<file path="config.mk">
export PLATFORM = sky130hd
export DESIGN_NAME = ppd_sqrt
export DESIGN_NICKNAME = d
export VERILOG_FILES = /design/src/rtl/ppd_pkg.sv /design/src/rtl/ppd_sqrt.sv
export SDC_FILE = /design/constraint.sdc
export NUM_CORES = 2
export LEC_CHECK = 0
export ABC_AREA = 0
export BUFFER_PORTS_ARGS = -buffer_cell sky130_fd_sc_hd__buf_4
export CAP_MARGIN = 20
export CORE_MARGIN = 2
export CORE_UTILIZATION = 45
export DETAILED_ROUTE_END_ITERATION = 6
export HOLD_SLACK_MARGIN = 0.06
export MAX_ROUTING_LAYER = met4
export PLACE_DENSITY = 0.59
export SLEW_MARGIN = 20
export SYNTH_ARGS = -nofsm -noshare
export SYNTH_HDL_FRONTEND = slang
export SYNTH_SLANG_ARGS = --single-unit
</file>
<file path="constraint.sdc">
create_clock -name clk_i -period 4.2 [get_ports clk_i]
set_input_delay 0 -clock clk_i [delete_from_list [all_inputs] [get_ports clk_i]]
set_output_delay 0 -clock clk_i [all_outputs]
set_load 0.02 [all_outputs]
</file>
<file path="src/rtl/ppd_pkg.sv">
// shared constants and types of the periodic pair distance block
package ppd_pkg;

  localparam int COORD_WIDTH     = 32;
  localparam int COORD_FRAC_BITS = 16;

  localparam int BOX_W   = 31;
  localparam int INV_W   = 48;
  localparam int INV_LO_W = INV_W / 2;
  localparam int INV_HI_W = INV_W - INV_LO_W;
  localparam int DIFF_W  = COORD_WIDTH + 1;
  localparam int PLO_W   = DIFF_W + INV_LO_W;
  localparam int PHI_W   = DIFF_W + INV_HI_W;
  localparam int PROD_W  = DIFF_W + INV_W;
  localparam int SHIFT   = COORD_FRAC_BITS + 32;
  localparam int N_W     = PROD_W - SHIFT;
  localparam int NB_W    = N_W + BOX_W;
  localparam int RES_W   = 31;
  localparam int SQ_W    = 2 * RES_W;
  localparam int SUM_W   = SQ_W + 2;
  localparam int ROOT_W  = SQ_W / 2;
  localparam int DIST_W  = 31;

  localparam int AXIS_STAGES = 5;
  localparam int LATENCY     = AXIS_STAGES + 2 + ROOT_W;

  localparam int DATA_W = 64;
  localparam int ADDR_W = 6;
  localparam int IDX_W  = 3;

  localparam logic [IDX_W-1:0] REG_BOX_X = 3'd0;
  localparam logic [IDX_W-1:0] REG_BOX_Y = 3'd1;
  localparam logic [IDX_W-1:0] REG_BOX_Z = 3'd2;
  localparam logic [IDX_W-1:0] REG_INV_X = 3'd3;
  localparam logic [IDX_W-1:0] REG_INV_Y = 3'd4;
  localparam logic [IDX_W-1:0] REG_INV_Z = 3'd5;

  localparam logic [BOX_W-1:0] BOX_RESET = 31'd65536;
  localparam logic [INV_W-1:0] INV_RESET = 48'h0001_0000_0000;

  typedef struct packed {
    logic [2:0][BOX_W-1:0] box;
    logic [2:0][INV_W-1:0] inv;
  } cfg_t;

endpackage

</file>
<file path="src/rtl/ppd_sqrt.sv">
// pipelined floor square root, one root bit per stage
module ppd_sqrt (
  input  logic                         clk_i,
  input  logic                         rst_ni,
  input  logic                         valid_i,
  input  logic [ppd_pkg::SQ_W-1:0]     val_i,
  input  logic                         sat_i,
  input  logic                         last_i,
  output logic                         valid_o,
  output logic [ppd_pkg::DIST_W-1:0]   dist_o,
  output logic                         last_o
);

  localparam int RW = ppd_pkg::ROOT_W;
  localparam int SW = ppd_pkg::SQ_W;

  logic [RW:0]               v_q;
  logic [RW:0][SW-1:0]       rem_q;
  logic [RW:0][RW-1:0]       root_q;
  logic [RW:0]               sat_q;
  logic [RW:0]               last_q;

  assign v_q[0]    = valid_i;
  assign rem_q[0]  = val_i;
  assign root_q[0] = '0;
  assign sat_q[0]  = sat_i;
  assign last_q[0] = last_i;

  for (genvar k = 0; k < RW; k++) begin : g_stage
    localparam int B = RW - 1 - k;
    logic [SW-1:0] trial;
    assign trial = (SW'(root_q[k]) << (B + 1)) | (SW'(1) << (2 * B));

    always_ff @(posedge clk_i or negedge rst_ni) begin
      if (!rst_ni) begin
        v_q[k+1] <= 1'b0;
      end else begin
        v_q[k+1] <= v_q[k];
      end
    end

    always_ff @(posedge clk_i) begin
      sat_q[k+1]  <= sat_q[k];
      last_q[k+1] <= last_q[k];
      if (rem_q[k] >= trial) begin
        rem_q[k+1]  <= rem_q[k] - trial;
        root_q[k+1] <= root_q[k] | (RW'(1) << B);
      end else begin
        rem_q[k+1]  <= rem_q[k];
        root_q[k+1] <= root_q[k];
      end
    end
  end

  assign valid_o = v_q[RW];
  assign dist_o  = sat_q[RW] ? {ppd_pkg::DIST_W{1'b1}} : ppd_pkg::DIST_W'(root_q[RW]);
  assign last_o  = last_q[RW];

endmodule

</file>
Yosys cells after proc, flatten, opt, wreduce, memory -nomap -nowiden. Index checks and enable logic that the tools add are counted.

Logic and storage cells: 277. Flip-flop bits (word level): 2914. Output and inout bits: 33. Bits of input ports: 67.

Mux-type cells: 32. Magnitude comparators: 31. $add $sub $neg: 30.

Operator list (count): $mux 62 (30); $ge 62x32->1 (1); $ge 62x33->1 (1); $ge 62x34->1 (1); $ge 62x35->1 (1); $ge 62x36->1 (1); $ge 62x37->1 (1); $ge 62x38->1 (1); $ge 62x39->1 (1); $ge 62x40->1 (1); $ge 62x41->1 (1); $ge 62x42->1 (1); $ge 62x43->1 (1); $ge 62x44->1 (1); $ge 62x45->1 (1); $ge 62x46->1 (1); $ge 62x47->1 (1); $ge 62x48->1 (1); $ge 62x49->1 (1); $ge 62x50->1 (1); $ge 62x51->1 (1); $ge 62x52->1 (1); $ge 62x53->1 (1); $ge 62x54->1 (1); 39 further kinds (40).

Longest topological paths before layout.
Depth in word-level cells: 2. Mapped depth: 15. Mapped depth without buffers: 13.

Worst setup path after synthesis. OpenSTA, ideal clock, no wires.

Kind: register to register. Start: register rem_q[918] (netlist bit). End: register rem_q[977] (netlist bit). Required time: 4.077 ns. Stages on the path, launching flop included: 10. Setup time: 0.123 ns. Path slack: 0.802 ns. Clock period less this slack: 3.398 ns. Arrival time: 3.275 ns. Buffers on the path: 0. Path through: dfxtp_1 -> or3_1 -> or3_4 -> or4b_4 -> or3_1 -> or3_1 -> or4_1 -> o21ba_4 -> inv_1 -> mux2_1.

Cells in the longest elaborated chain, start to end: 2.

Ends and longest elaborated chain: from (decl) (line ppd_sqrt.sv:18) `logic [RW:0][SW-1:0] rem_q;`; from (signal, indexed assignment) (line ppd_sqrt.sv:46) `rem_q[k+1] <= rem_q[k] - trial;`; from (signal, indexed assignment) (line ppd_sqrt.sv:49) `rem_q[k+1] <= rem_q[k];`; $ge 62x48->1 (line ppd_sqrt.sv:45) `if (rem_q[k] >= trial) begin`; $mux 62 (line ppd_sqrt.sv:45).

No other way between the ends. A chain may end at the register's enable or synchronous reset.

Worst setup path in the final report.
Start: register root_q, in the netlist g_stage[29].trial[5]. End: register rem_q[1904] (netlist bit).

Cells in the longest elaborated chain, start to end: 2. Elaborated cells between the ends (all ways): 3. Classes of those cells: add/sub: 1; order compare: 1; mux: 1.

Ends and longest elaborated chain: from (decl) (line ppd_sqrt.sv:19) `logic [RW:0][RW-1:0] root_q;`; from (signal, indexed assignment) (line ppd_sqrt.sv:47) `root_q[k+1] <= root_q[k] | (RW'(1) << B);`; from (signal, indexed assignment) (line ppd_sqrt.sv:50) `root_q[k+1] <= root_q[k];`; $sub 62x33->62 / $ge 62x33->1 (equally long branches) (line ppd_sqrt.sv:46, ppd_sqrt.sv:45); $mux 62 * (line ppd_sqrt.sv:45).

Every way passes the cells marked *; elsewhere a longest branch is shown, timed or not.

==> reports/results.txt <==
crit path launch - g_stage[29].trial[5]
met1 WL - 90.5 mm
cell depth of the worst setup path - 12
pins over their slew limit - 0
CTS tree - yes
Crit Path Max Fanout - 6
Slew @ Worst Pin - 1.09 ns
Mapped Area - 0.0914 sq mm
part of the Yosys area used for sequential elements - 53.8%
WL per Instance - 19.4 um
dominant synthesized flop cell - dfxtp_1
area leader, netlist - dfxtp_1
initial antenna violation count - 10
net count after synthesis - 9689
clk_lat worst skew - 0.90 ns
Max VDD drop - 0.000539 V
top cell type's share of synthesized area - 53.0%
GP Congestion - 0.975
status - finished, final reports clean
PortBufs - 99
max_slew headroom - 26.3%
Mapped Cells - 9097
Tot Pwr - 73.0 mW
clk root buf - clkbuf_16
MaxCap Viol Count - 0
leak pwr - 48.3 nW
RSZ-0062 raised after global routing - false
critical path class - reg2reg
post-cts gate resize count - 0
Initial DRC Count - 3362
IO Pins - 100
# H-tree levels - 4
Remaining DRCs - 0
power per cell area - 688 mW/mm^2
met2 routed WL - 129 mm
post-synthesis register bit count - 2449
clock buffer depth - 3
core area - 0.202 sq mm
antenna viol nets, final - 0
Via density - 5.24
Die ar. - 0.207 sq mm
vias in the first global route - 67168
Via Count - 65263
total number of yosys warnings - 0
Die W - 455 um
slowest cell on the critical path - or3_1
Die Y - 455 um
HP Class - in2async
total CTS buffers - 241
synth top area cells - dfxtp_1 53%, ha_1 7.2%, xnor2_1 4.4%
r2r startpoint - g_stage[29].trial[5]
Buf/Inv on CP - 1
share of post-route cells with drive strength above 1 - 9.08%
kind of cell adding the most delay to the critical path - compound AO/OA/AOI/OAI gates
P&R area growth vs syn - 16.1%
Slowest Stage Delay on Critical Path - 0.49 ns
Startpoint Class - flop
Synth async-reset ratio - 1.27%
final setup vio count - 0
CP cell instances - inv_1 -> ha_1 -> o21ai_0 -> a21oi_1 -> a211oi_1 -> o21a_1 -> a31oi_1 -> a21oi_1 -> o211ai_1 -> or3_1 -> nor4b_1 -> xor2_1
met3 wire len - 8.36 mm
CTS clk-pin slew, worst paths - 0.06 ns
Synth Area per Inst - 10.0 sq um
most frequent cell after synthesis - dfxtp_1
top cells by count, synth - 2418 x dfxtp_1, 674 x nor2_1, 673 x a21oi_1
Final Critical Period - 3.98 ns
initial core utilization - 45.2%
Reg2Reg Depth - 12
pin count of the biggest net entering global routing - 55
CP dominant cell by count - a21oi_1
FP Rows - 165
Max Freq - 251 MHz
CP arrival - 4.78 ns
post-synthesis cell type count - 88
first-pass GRT wire length - 372 mm
GRT Util Overall - 23.8%
TNS Setup - 0 ns
CTS Sinks - 2449
DPL Wire Length - 189 mm
final hold slack - 0.153 ns
Layout Skew - 0.0988 ns
worst endpoint required time - 5.00 ns
drt total wl - 242 mm
DRT Pass-1 Iters - 6
final period utilization - 94.7%
crit end category - flop
hold violation count in the final report - 0
Nets - 10149
Filler Cell Count - 17849
number of synthesized flops with an enable pin - 0
total congestion overflow - 0
Top Metal Used - met4
layer usage:
layer / GRT usage (%) / up-vias
met3: 3.16 / 616
met1: 23.5 / 30863
met2: 45.1 / 1311
met5: - / -
li1: - / 32473
met4: 12.5 / 0
repair_timing:
| item | CTS | global route |
|---|---|---|
| hold buffers | 136 | 0 |
| buffers inserted | 0 | 0 |
| endpoints found under the hold margin | 97 | 0 |
cell usage in the layout, fill, tap and decap left out, types with 150 or more instances in the layout:
cell type / instances
a21o_1: 202
a21oi_1: 673
buf_4: 264
clkbuf_16: 241
dfxtp_1: 2418
ha_1: 525
inv_1: 659
nand2_1: 478
nand3_1: 150
nor2_1: 673
nor3_1: 249
nor4_1: 310
o21ai_0: 337
xnor2_1: 460
xor2_1: 368
state kept, by name (all words and copies together), names as in the netlist:
register / count
g_stage.trial: 465
rem_q: 1860
last_o: 1
valid_o: 1
sat_q: 31
last_q: 30
v_q: 30
root_q: 31
worst paths after layout:
| check | to | slack, ns |
|---|---|---|
| hold reg to reg | g_stage[15].trial[35] | 0.28 |
| min in group clk_i | g_stage[1].trial[60] | 0.18 |
| setup / recovery | rem_q[1904] | 0.22 |
| max in group asynchronous | v_q[8] | 3.87 |
| setup reg to reg | rem_q[1904] | 0.22 |
| hold / removal | v_q[1] | 0.15 |
cell type report:
cell class / instances / area [sq um] / share of cell area, %
antenna: 19 / 47.5 / 0.0448
clock buffer: 337 / 6840 / 6.45
clock inverter: 109 / 1650 / 1.55
inverter: 662 / 2480 / 2.34
multi-input combinational: 5795 / 39100 / 36.8
sequential: 2449 / 49200 / 46.3
tap: 2672 / 3340 / 3.15
timing repair buffer: 408 / 3510 / 3.31
power breakdown:
| part | internal (mW) | total [mW] | switching, mW |
|---|---|---|---|
| clock network | 13.1 | 22.3 | 9.20 |
| logic | 8.00 | 18.1 | 10.1 |
| registers | 28.4 | 32.6 | 4.23 |
| total | 49.5 | 73.0 | 23.5 |
tightest hold or removal path: stages:
cell           delay [ns]
dlygate4sd3_1        0.53
dlygate4sd3_1        0.55
buf_4                0.12
buf_12               0.18
metrics by stage:
step / instances / setup WS (ns) / instance area, sq um / utilization [%]
after floorplan: 9097 / 0.802 / 91400 / -
after global placement: 11849 / -1.09 / 96200 / 47.6
after detailed placement: 11850 / 0.252 / 96200 / 47.6
after CTS: 12432 / 0.240 / 106000 / 52.5
after global routing: 12448 / 0.00480 / 106000 / 52.5
final: 12451 / 0.222 / 106000 / 52.5
cell families after synthesis:
group / Yosys count / synth area share, %
and+or+nand+nor: 2645 / 14.9
muxes: 103 / 1.26
adders and majority gates: 525 / 7.19
xor gates and xnor gates: 828 / 7.93
DFF: 2449 / 53.8
buffers and inverters: 853 / 3.53
AOI/OAI and AO/OA: 1694 / 11.3
(Power assumes the default switching activity.)
