**src/rtl/ppd_pkg.sv**
```systemverilog
// shared constants and types of the periodic pair distance block
package ppd_pkg;

  localparam int COORD_WIDTH     = 32;
  localparam int COORD_FRAC_BITS = 16;

  localparam int BOX_W   = 31;
  localparam int INV_W   = 48;
  localparam int INV_LO_W = INV_W / 2;
  localparam int INV_HI_W = INV_W - INV_LO_W;
  localparam int DIFF_W  = COORD_WIDTH + 1;
  localparam int PLO_W   = DIFF_W + INV_LO_W;
  localparam int PHI_W   = DIFF_W + INV_HI_W;
  localparam int PROD_W  = DIFF_W + INV_W;
  localparam int SHIFT   = COORD_FRAC_BITS + 32;
  localparam int N_W     = PROD_W - SHIFT;
  localparam int NB_W    = N_W + BOX_W;
  localparam int RES_W   = 31;
  localparam int SQ_W    = 2 * RES_W;
  localparam int SUM_W   = SQ_W + 2;
  localparam int ROOT_W  = SQ_W / 2;
  localparam int DIST_W  = 31;

  localparam int AXIS_STAGES = 5;
  localparam int LATENCY     = AXIS_STAGES + 2 + ROOT_W;

  localparam int DATA_W = 64;
  localparam int ADDR_W = 6;
  localparam int IDX_W  = 3;

  localparam logic [IDX_W-1:0] REG_BOX_X = 3'd0;
  localparam logic [IDX_W-1:0] REG_BOX_Y = 3'd1;
  localparam logic [IDX_W-1:0] REG_BOX_Z = 3'd2;
  localparam logic [IDX_W-1:0] REG_INV_X = 3'd3;
  localparam logic [IDX_W-1:0] REG_INV_Y = 3'd4;
  localparam logic [IDX_W-1:0] REG_INV_Z = 3'd5;

  localparam logic [BOX_W-1:0] BOX_RESET = 31'd65536;
  localparam logic [INV_W-1:0] INV_RESET = 48'h0001_0000_0000;

  typedef struct packed {
    logic [2:0][BOX_W-1:0] box;
    logic [2:0][INV_W-1:0] inv;
  } cfg_t;

endpackage

```
**src/rtl/ppd_regs.sv**
```systemverilog
// configuration register file with apb-style access
module ppd_regs (
  input  logic                       clk_i,
  input  logic                       rst_ni,
  input  logic                       psel,
  input  logic                       penable,
  input  logic                       pwrite,
  input  logic [ppd_pkg::ADDR_W-1:0] paddr,
  input  logic [ppd_pkg::DATA_W-1:0] pwdata,
  output logic [ppd_pkg::DATA_W-1:0] prdata,
  output logic                       pready,
  output ppd_pkg::cfg_t              cfg_o
);

  ppd_pkg::cfg_t            cfg_q;
  logic [ppd_pkg::IDX_W-1:0] idx;
  logic                      wr;

  assign idx    = paddr[ppd_pkg::ADDR_W-1:3];
  assign wr     = psel && penable && pwrite;
  assign pready = 1'b1;
  assign cfg_o  = cfg_q;

  always_ff @(posedge clk_i or negedge rst_ni) begin
    if (!rst_ni) begin
      for (int k = 0; k < 3; k++) begin
        cfg_q.box[k] <= ppd_pkg::BOX_RESET;
        cfg_q.inv[k] <= ppd_pkg::INV_RESET;
      end
    end else if (wr) begin
      case (idx)
        ppd_pkg::REG_BOX_X: cfg_q.box[0] <= pwdata[ppd_pkg::BOX_W-1:0];
        ppd_pkg::REG_BOX_Y: cfg_q.box[1] <= pwdata[ppd_pkg::BOX_W-1:0];
        ppd_pkg::REG_BOX_Z: cfg_q.box[2] <= pwdata[ppd_pkg::BOX_W-1:0];
        ppd_pkg::REG_INV_X: cfg_q.inv[0] <= pwdata[ppd_pkg::INV_W-1:0];
        ppd_pkg::REG_INV_Y: cfg_q.inv[1] <= pwdata[ppd_pkg::INV_W-1:0];
        ppd_pkg::REG_INV_Z: cfg_q.inv[2] <= pwdata[ppd_pkg::INV_W-1:0];
        default: ;
      endcase
    end
  end

  always_comb begin
    case (idx)
      ppd_pkg::REG_BOX_X: prdata = {{(ppd_pkg::DATA_W-ppd_pkg::BOX_W){1'b0}}, cfg_q.box[0]};
      ppd_pkg::REG_BOX_Y: prdata = {{(ppd_pkg::DATA_W-ppd_pkg::BOX_W){1'b0}}, cfg_q.box[1]};
      ppd_pkg::REG_BOX_Z: prdata = {{(ppd_pkg::DATA_W-ppd_pkg::BOX_W){1'b0}}, cfg_q.box[2]};
      ppd_pkg::REG_INV_X: prdata = {{(ppd_pkg::DATA_W-ppd_pkg::INV_W){1'b0}}, cfg_q.inv[0]};
      ppd_pkg::REG_INV_Y: prdata = {{(ppd_pkg::DATA_W-ppd_pkg::INV_W){1'b0}}, cfg_q.inv[1]};
      ppd_pkg::REG_INV_Z: prdata = {{(ppd_pkg::DATA_W-ppd_pkg::INV_W){1'b0}}, cfg_q.inv[2]};
      default:            prdata = '0;
    endcase
  end

endmodule

```
**config.mk**
```make
export PLATFORM = sky130hd
export DESIGN_NAME = ppd_regs
export DESIGN_NICKNAME = d
export VERILOG_FILES = /design/src/rtl/ppd_pkg.sv /design/src/rtl/ppd_regs.sv
export SDC_FILE = /design/constraint.sdc
export NUM_CORES = 1
export LEC_CHECK = 0
export ABC_CLOCK_PERIOD_IN_PS = 1400
export BUFFER_PORTS_ARGS = -buffer_cell sky130_fd_sc_hd__buf_2
export CAP_MARGIN = 20
export CORE_ASPECT_RATIO = 1.4
export CORE_MARGIN = 3
export CORE_UTILIZATION = 46
export DETAILED_ROUTE_END_ITERATION = 6
export PLACE_DENSITY = 0.77
export SYNTH_ARGS = -nofsm -noshare
export SYNTH_HDL_FRONTEND = slang
export SYNTH_SLANG_ARGS = --single-unit
```
**constraint.sdc**
```tcl
create_clock -name clk_i -period 1.4 [get_ports clk_i]
set_clock_uncertainty 0.1 [all_clocks]
set_input_delay 0.14 -clock clk_i [delete_from_list [all_inputs] [get_ports clk_i]]
set_output_delay 0.14 -clock clk_i [all_outputs]
set_load 0.02 [all_outputs]
```
Word level (Yosys, flattened, before mapping)
Index checks and enable logic that the tools add are counted.

Flip-flop bits (word level): 237. Bits of input ports: 75.

Equal/unequal tests: 5. Muxes and demuxes: 1. Reduce and logical (&&, ||, !) cells: 9.

Operator list (count): 48-bit one-hot mux with 6 select lines (1); 2-bit AND reduction (6); 3-bit by 2-bit equality test with 1-bit output, second input constant (2); 3-bit equality test, second input constant (2); 3-bit by 1-bit equality test with 1-bit output, second input constant (1); 3-bit logical NOT (1); 1-bit logical AND (2).

Logic depth before layout (Yosys ltp)
Depth in word-level cells: 3. Gate-level depth with buffers: 7.

Worst setup path before layout
No wires, ideal clock.

Path kind: input to output. From: input paddr[4] in the netlist's numbering. To: output prdata[11] in the netlist's numbering. Data arrival time: 1.329 ns. Data required time: 1.160 ns. Path slack: -0.169 ns. Stages: 5. Cells stage by stage: buf_4 -> clkbuf_1 -> mux2_2 -> a221oi_1 -> nor2_1.

Longest elaborated chain between the ends: 2. Elaborated cells on any way between the ends: 7.

Ends and longest elaborated chain: start: declaration (line ppd_regs.sv:8) `input logic [ppd_pkg::ADDR_W-1:0] paddr,`; 3-bit equality test (tied with other cells) (line ppd_regs.sv:44) `case (idx)`; 48-bit one-hot mux with 6 select lines * (line ppd_regs.sv:44); end: declaration (line ppd_regs.sv:10) `output logic [ppd_pkg::DATA_W-1:0] prdata,`.

Mark *: on every way between the ends. The rest lies on a longest branch, timed or not.

Worst setup path in the final report
From: register cfg_q (netlist bit cfg_o[66]). To: output prdata[18] in the netlist's numbering.

Longest elaborated chain between the ends: 1.

Ends and longest elaborated chain: start: declaration (line ppd_regs.sv:15) `ppd_pkg::cfg_t cfg_q;`; 48-bit one-hot mux with 6 select lines (line ppd_regs.sv:44).

No other way between the ends.

==> flow_metrics.py <==
metrics = {
    "yosys": {
        "avgSynthCellArea_um2": 14.3,
        "yosys_warnings": 0,
        "yosys.cell_types.count": 32,
        "ys_seq_area_frac": 0.544,
        "netlist.area_leader.share": 0.529,
        "synthCells": 764,
        "synth_area_leaders": "dfrtp_1, mux2_2, mux2i_1",
        "ys_ff_latch": 237,
        "syn_area_mm2": 0.0109,
        "synth_top_cell_by_area": "dfrtp_1",
    },
    "run": {
        "cap_violations": 0,
    },
    "timing": {
        "fin_ws_ns": -0.554,
        "worst_pin_slew_ns": 0.733,
        "period_share": 1.40,
        "drv_slew": 0,
        "max_slew_margin": 0.511,
        "layout_min_cycle_time_ns": 1.95,
        "grt_setup_unrepaired": "yes",
        "finalSetupViolCount": 84,
        "hold_ws_ns": 0.00659,
        "fmax_mhz": 512,
        "finalHoldViolations": 0,
    },
    "clock_network": {
        "htreeDepth": 1,
        "cts-buffers-inserted": 23,
        "cts_tree": "built",
        "cts.sinks": 237,
        "clock_latency_ns": 0.50,
        "root_buffer": "clkbuf_16",
        "clk_pin_slew_worst_paths_ns": 0.07,
        "cts.path.max_buffers": 3,
    },
    "worst_setup_path": {
        "cp_max_fo": 2,
        "rrSetupSlack_ns": 0.13,
        "cp.required_ns": 1.16,
        "endpoint_kind": "primary output",
        "slowest_delay_ns": 0.42,
        "path_cells": "mux2i_1 > a211oi_1 > a311o_1 > buf_2",
        "rr_endpoint": "cfg_o[66]",
        "cp_top_family": "compound AO/OA/AOI/OAI gates",
        "cp.arrival_ns": 1.71,
        "r2r.worst_path.cells": 4,
        "start_kind": "flop",
        "critPathSlowestCell": "dfrtp_1",
        "path_buf_inv": 1,
        "r2r-start": "cfg_o[66]",
        "worstSetupPathType": "flop to primary output",
    },
    "grt": {
        "grt_usage": 0.289,
        "overflow": 0,
        "grt_pass1_wl_um": 57500,
        "grt_start_max_net_pins": 49,
        "antenna_found_initial": 0,
        "first_global_vias": 9919,
    },
    "routing": {
        "drtAntennaViolNets": 0,
        "vias": 9083,
        "firstDrtPassIters": 4,
        "drc_errors": 0,
        "vias_per_cell": 5.58,
        "drt_iter0_markers": 331,
        "wl_um": 39700,
        "post_drt_wl_per_cell_um": 24.4,
    },
    "run_status": {
        "outcome": "finished, violations left",
        "violations": "negative setup slack",
    },
    "placed_design": {
        "port_buffers": 340,
        "hpwlAfterDp_um": 23100,
        "routabilityCongestion": 0.814,
        "pre_cts_slack_ns": -0.573,
        "place_area_mm2": 0.0137,
    },
    "cells_and_area": {
        "largest_reg_flops": 237,
        "postLayoutCellArea_mm2": 0.0174,
        "fill_cells": 1380,
        "area_growth_pct": 58.9,
        "diodes": 0,
        "nNetsFinal": 1381,
        "drive_gt1_frac": 0.643,
    },
    "pwr": {
        "peakVddDrop_v": 0.00126,
        "p_leak_nw": 8.49,
        "powerDensity_mw_per_mm2": 1490,
    },
    "floorplan": {
        "core-area_mm2": 0.0233,
        "initial_core_util": 0.469,
        "dieHeight_um": 188,
        "die_width_um": 136,
        "io_pins": 377,
        "die-area_mm2": 0.0257,
        "num_rows": 66,
    },
    "min_path": {
        "hold_path.class": "input pin to async pin",
    },
}
==> kinds of logic (layout without fill, tap and decap cells) <==
family	after synthesis	in the layout	synth area share
flops	237	237	0.544
other cells	2	17	0.000687
mux	327	327	0.329
buf+inv	74	617	0.0449
simple gates	54	54	0.0286
compound gates	70	70	0.0534
==> worst reg2reg max path, stage by stage (launching register included) <==
cell	delay [ns]
dfrtp_1	0.42
buf_6	0.14
buf_4	0.12
buf_4	0.12
mux2_2	0.26
==> how the worst max path moves through the flow <==
| stage | from | to | cells after the start |
|---|---|---|---|
| finish | cfg_o[66] | prdata[18] | 4 |
| floorplan | paddr[5] | prdata[24] | 6 |
| global route | cfg_o[183] | prdata[8] | 4 |
| global placement | paddr[5] | prdata[3] | 5 |
| CTS | cfg_o[158] | prdata[14] | 4 |
| detailed placement | paddr[5] | prdata[14] | 5 |
==> where the power goes <==
part	switching (mW)	internal, mW	total [mW]
Combinational	4.79	4.89	9.68
Sequential	1.19	8.22	9.41
Clock	2.69	4.02	6.72
==> what timing repair did <==
action                                  in CTS  in global routing
gates cloned                                 2                  1
buffers inserted                            70                 64
hold buffers                                49                  0
hold endpoints to repair                   468                  0
endpoints found under the setup margin      84                145
resized for setup                          329                132
pin swaps                                   15                 16
==> layer usage <==
layer / track usage / wire length, µm / vias to the layer above
met2: 0.514 / 20500 / 421
met3: 0.0617 / 2760 / 130
li1: - / - / 3897
met4: 0.122 / 1900 / 0
met1: 0.334 / 14500 / 4635
met5: 0 / 0 / -
==> through the flow <==
stage,utilization,setup TNS (ns),std cells,total power [mW]
global placement,0.588,-66.99,1437,16.1
CTS,0.715,-17.27,1596,24.9
floorplan,-,-0.966,779,13.3
global route,0.745,-23.58,1628,26.8
finish,0.745,-18.79,1628,25.8
detailed placement,0.588,-72.61,1437,16.2
==> cell usage after synthesis <==
cell type  number
dfrtp_1       231
mux2_2        213
mux2i_1        72
mux2_1         42
buf_4          36
nor2_1         23
buf_2          20
a221oi_1       18
o2bb2ai_1      17
o221ai_1       11
or3_1          11
a221o_1         9
nand3_1         9
o21ai_0         9
clkbuf_1        8
buf_6           7
dfstp_2         6
nor2_2          3
a211oi_1        2
a21oi_1         2
a311o_1         2
conb_1          2
nor3_2          2
buf_1           1
clkinv_1        1
inv_1           1
nand2b_1        1
nand2b_4        1
nand4_2         1
nand4b_4        1
nor2_4          1
nor2b_1         1
==> area by class of cell <==
class	count	area [µm²]	share of cell area
Timing Repair Buffer	574	5180	0.299
Tap cell	306	383	0.0221
Clock inverter	10	158	0.00908
Multi-Input combinational cell	468	5030	0.290
Clock buffer	31	656	0.0378
Sequential cell	237	5940	0.342
Inverter	2	7.51	0.000432
==> placed cells by master (no fill, tap or decap), types with 15 or more instances in the layout <==
master,netlist,layout
mux2_1,42,42
dlygate4sd3_1,0,49
buf_12,0,18
nor2_1,23,18
mux2i_1,72,63
buf_6,7,240
mux2_2,213,206
dfrtp_1,231,231
conb_1,2,17
buf_4,36,69
a221oi_2,0,15
buf_2,20,191
clkbuf_16,0,24
(Power assumes the default switching activity.)
